`src/rtl/core/sphenic_number_test_top_defines.svh`:
```
// assertion macros shared by the rtl
`ifndef SPHENIC_NUMBER_TEST_TOP_DEFINES_SVH
`define SPHENIC_NUMBER_TEST_TOP_DEFINES_SVH

// concurrent assertion on a given clock and active-low reset
`define SPNT_ASSERT_CLK(label, clk, rstn, prop, msg) \
  label: assert property (@(posedge clk) disable iff (!rstn) prop) else $error(msg);

// concurrent assertion on the block clock and reset
`define SPNT_ASSERT(label, prop, msg) `SPNT_ASSERT_CLK(label, clk_i, rst_ni, prop, msg)

`endif

```
`src/rtl/core/spnt_pkg.sv`:
```
package spnt_pkg;

  // input word width and divider step counter width
  localparam int unsigned NUM_W = 32;
  localparam int unsigned CNT_W = $clog2(NUM_W);

  // default table size
  localparam int unsigned SIEVE_LIMIT_DEF = 65536;
  localparam int unsigned DIV_W_DEF       = $clog2(SIEVE_LIMIT_DEF + 1);

  // factor counting
  localparam int unsigned FC_W        = 3;
  localparam int unsigned FACTORS     = 3;
  localparam int unsigned FIRST_PRIME = 2;

  typedef enum logic [3:0] {
    S_CLR,
    S_SV_RD,
    S_SV_CHK,
    S_SV_MARK,
    S_IDLE,
    S_TOP,
    S_MAP,
    S_DIV,
    S_OUT
  } spnt_state_e;

endpackage

```
`src/rtl/core/spnt_div.sv`:
```
module spnt_div import spnt_pkg::*; #(
  parameter int unsigned DIV_W = DIV_W_DEF
) (
  input  logic             clk_i,
  input  logic             rst_ni,
  input  logic             start_i,
  input  logic [NUM_W-1:0] dividend_i,
  input  logic [DIV_W-1:0] divisor_i,
  output logic             done_o,
  output logic [NUM_W-1:0] quotient_o,
  output logic [DIV_W-1:0] remainder_o
);

  logic [NUM_W-1:0] quo_q, quo_d;
  logic [DIV_W-1:0] prem_q, prem_d;
  logic [DIV_W-1:0] dvs_q, dvs_d;
  logic [CNT_W-1:0] cnt_q, cnt_d;
  logic             busy_q, busy_d;
  logic             done_q, done_d;

  logic [DIV_W:0]   shifted;
  logic [DIV_W:0]   diff;
  logic             fits;

  // one restoring step: bring down the next dividend bit
  assign shifted = {prem_q, quo_q[NUM_W-1]};
  assign fits    = shifted >= {1'b0, dvs_q};
  assign diff    = shifted - {1'b0, dvs_q};

  always_comb begin
    quo_d  = quo_q;
    prem_d = prem_q;
    dvs_d  = dvs_q;
    cnt_d  = cnt_q;
    busy_d = busy_q;
    done_d = 1'b0;
    if (start_i) begin
      quo_d  = dividend_i;
      prem_d = '0;
      dvs_d  = divisor_i;
      cnt_d  = '0;
      busy_d = 1'b1;
    end else if (busy_q) begin
      quo_d  = {quo_q[NUM_W-2:0], fits};
      prem_d = fits ? diff[DIV_W-1:0] : shifted[DIV_W-1:0];
      cnt_d  = cnt_q + CNT_W'(1);
      if (cnt_q == CNT_W'(NUM_W - 1)) begin
        busy_d = 1'b0;
        done_d = 1'b1;
      end
    end
  end

  // control
  always_ff @(posedge clk_i or negedge rst_ni) begin
    if (!rst_ni) begin
      busy_q <= 1'b0;
      done_q <= 1'b0;
      cnt_q  <= '0;
    end else begin
      busy_q <= busy_d;
      done_q <= done_d;
      cnt_q  <= cnt_d;
    end
  end

  // operands and partial results
  always_ff @(posedge clk_i) begin
    quo_q  <= quo_d;
    prem_q <= prem_d;
    dvs_q  <= dvs_d;
  end

  assign done_o      = done_q;
  assign quotient_o  = quo_q;
  assign remainder_o = prem_q;

endmodule

```
`config.mk`:
```
export PLATFORM = sky130hd
export DESIGN_NAME = spnt_div
export DESIGN_NICKNAME = d
export VERILOG_FILES = /design/src/rtl/core/sphenic_number_test_top_defines.svh /design/src/rtl/core/spnt_pkg.sv /design/src/rtl/core/spnt_div.sv
export SDC_FILE = /design/constraint.sdc
export NUM_CORES = 1
export LEC_CHECK = 0
export ABC_AREA = 1
export BUFFER_PORTS_ARGS = -buffer_cell sky130_fd_sc_hd__buf_2
export CAP_MARGIN = 10
export CELL_PAD_IN_SITES_DETAIL_PLACEMENT = 0
export CELL_PAD_IN_SITES_GLOBAL_PLACEMENT = 2
export CORE_MARGIN = 2
export CORE_UTILIZATION = 31
export CTS_BUF_LIST = sky130_fd_sc_hd__clkbuf_2 sky130_fd_sc_hd__clkbuf_4 sky130_fd_sc_hd__clkbuf_8
export CTS_CLUSTER_SIZE = 16
export DETAILED_ROUTE_END_ITERATION = 12
export PLACE_DENSITY = 0.87
export SETUP_SLACK_MARGIN = 0.15
export SLEW_MARGIN = 10
export SYNTH_ARGS = -nofsm -noshare
export SYNTH_HDL_FRONTEND = slang
export SYNTH_SLANG_ARGS = --single-unit
```
`constraint.sdc`:
```
create_clock -name clk_i -period 3 [get_ports clk_i]
set_clock_uncertainty 0.2 [all_clocks]
set_input_delay 0.15 -clock clk_i [delete_from_list [all_inputs] [get_ports clk_i]]
set_output_delay 0.15 -clock clk_i [all_outputs]
set_load 0.05 [all_outputs]
```
==> impl_metrics.csv <==
group,metric,value,unit
status,status,"finished, final reports clean",
place,placed_area,4850,um^2
clocking,htreeDepth,3,
power_and_ir_drop,power,4120,uW
setup_path,end_kind,"flip-flop",
clocking,clockRootBuffer,"clkbuf_8",
power_and_ir_drop,power_density,739,nW/um^2
clocking,cts_inserted_buffers,9,
drt,post-route-drc-count,0,
sta,drv_slew,0,
drt,wire_per_inst,13.4,um
synth,synthAdderAreaFrac,6.19,%
synth,synth_seq_cells,73,
synth,synth.top_cell.area_share,35.3,%
sta,grt_setup_unrepaired,"no",
clocking,cts_resized,0,
floorplan,die_x,120,um
setup_path,critPathLaunchType,"flip-flop",
synth,muxShareOfSynthArea,0,%
sta,min_period,2.42,ns
place,io_buffers,101,
layout,layout_commonest_cell,"nand2_1",
grt,grt_pass1_wl,19300,um
setup_path,worstSetupPathType,"reg2reg",
synth,yosys.area_share.simple,31.2,%
synth,synth_cells,530,
clocking,hold_buffers,52,
power_and_ir_drop,p_leak,0.00290,uW
place,gp_congestion,0.889,
synth,synth_compound_gate_area_share,4.06,%
layout,nets,760,
sta,hold_viol,0,
grt,grt_pass1_vias,3919,
floorplan,fp.dieH,120,um
job,cap_violations,0,
synth,syn-num-nets,602,
clocking,post_cts_buffers,0,
floorplan,std_cell_rows,42,
layout,antenna_cells,0,
grt,grt_max_degree,46,
setup_path,worstPathRequired,3.11,ns
synth,synth_xor_area_share,1.47,%
sta,worstMarginPinSlew,0.544,ns
sta,maxSlewHeadroom,63.7,%
clocking,clock_sinks,73,
synth,syn_area,4160,um^2
clocking,clock_path_buffers,2,
synth,yosysUniqueCellTypes,36,
setup_path,crit_fanout,16,
floorplan,ios,102,
clocking,clk_pin_slew,0.08,ns
sta,post-route-period-util,80.7,%
clocking,cts_tree,"built",
sta,setup_viol,0,
drt,vias_per_cell,4.41,
drt,wirelength,11600,um
drt,postRouteAntennaNets,0,
sta,tns,0,ns
sta,holdWs,0.291,ns
place,dpl.hpwl,8260,um
setup_path,crit_arrival,2.54,ns
layout,fin_area,5570,um^2
clocking,clock_latency,0.37,ns
drt,drt_iter0_markers,232,
floorplan,initial_core_util,31.6,%
grt,antenna_found_initial,0,
setup_path,r2r_setup_slack,0.58,ns
synth,avgSynthCellArea,7.86,um^2
synth,yosysTopAreaCell,"edfxtp_1",
layout,area_growth,33.8,%
min_path,hold_class,"in2reg",
layout,final_cell_mix,"nand2_1 (209), buf_2 (101), inv_1 (74)",
floorplan,dieArea,14400,um^2
sta,fmax,413,MHz
grt,grtUsageTotal,17.1,%
drt,first_pass_iters,4,
synth,synth_area_leaders,"edfxtp_1 (35%), nand2_1 (19%), dfxtp_1 (8.2%)",
layout,layout-drive-gt1-share,20.6,%
synth,synth_top_family_by_area,"simple AND/OR/NAND/NOR gates",
floorplan,core,13200,um^2
power_and_ir_drop,irDropWorstVdd,264,uV
synth,yosys_warnings,0,
synth,ys_seq_area_share,47.7,%
drt,num_vias,3830,
layout,final_util,42.2,%
grt,grt-ovfl-total,0,
-- cell usage after synthesis (all sizes together) --
library cell	instances
a21oi	13
nand3b	6
xnor2	6
nand3	46
fa	1
nor3	8
inv	76
a31oi	2
clkbuf	8
or2	1
xor2	1
a22o	1
o21a	1
edfxtp	49
o21bai	1
ha	19
nor2	28
dfrtp	7
dfxtp	17
o21ai	12
and2	3
clkinv	1
nor4	1
buf	6
nand2	216
-- routing by layer --
layer / global-route usage (%) / vias up / share of wire, %
met4: 6.84 / 0 / 1.8
li1: - / 1993 / -
met3: 3.47 / 15 / 6.7
met2: 28.0 / 114 / 46
met1: 22.1 / 1708 / 45
met5: 0 / - / 0
-- report_power, final --
group | switching, uW | internal, uW
combinational | 1320 | 625
clock | 424 | 394
sequential | 124 | 1230
-- sequential cells by signal (all words and copies together), names as in the netlist --
register     flops
busy_q           1
cnt_q            5
done_o           1
dvs_q           17
quotient_o      32
remainder_o     17
-- cells by family (layout without fill, tap and decap cells) --
| family | Yosys count | in the layout |
|---|---|---|
| AND/OR/NAND/NOR | 309 | 309 |
| buffers and inverters | 91 | 254 |
| flip-flops | 73 | 73 |
| AO/OA/AOI/OAI | 30 | 30 |
| adder cells (fa/ha/maj) | 20 | 20 |
| XOR/XNOR | 7 | 7 |
-- layout make-up --
cell class | instances | area [um^2]
sequential | 73 | 1990
tap | 176 | 220
clock buffer | 9 | 124
fill | 1352 | 7620
multi-input combinational | 366 | 1790
inverter | 77 | 289
clock inverter | 7 | 77.6
timing repair buffer | 161 | 1090
-- critical path, stage by stage (launching register included) --
cell and delay, ns:
edfxtp_1 0.39, inv_1 0.09, ha_1 0.14, inv_1 0.07, fa_1 0.43, nand3_1 0.14
nand3_2 0.11, nand2_2 0.20, nand2_2 0.27, o21ai_0 0.17, nand3_1 0.09, nand2_1 0.06
-- stage by stage --
step           setup slack [ns]  cells
2_1_floorplan             0.553    530
3_3_place_gp              0.683    801
6_report                  0.578    869
3_5_place_dp              0.595    801
5_1_grt                   0.391    869
4_1_cts                   0.575    869
-- worst paths after layout --
kind	from	to	cells past startpoint
max	quotient_o[31]	remainder_o[10]	11
min	divisor_i[7]	dvs_q[7]	2
max reg2reg	quotient_o[31]	remainder_o[10]	11
min reg2reg	remainder_o[15]	remainder_o[15]	2
max in group asynchronous	rst_ni	cnt_q[3]	3
min in group asynchronous	rst_ni	done_o	3
(Power assumes the default switching activity.)
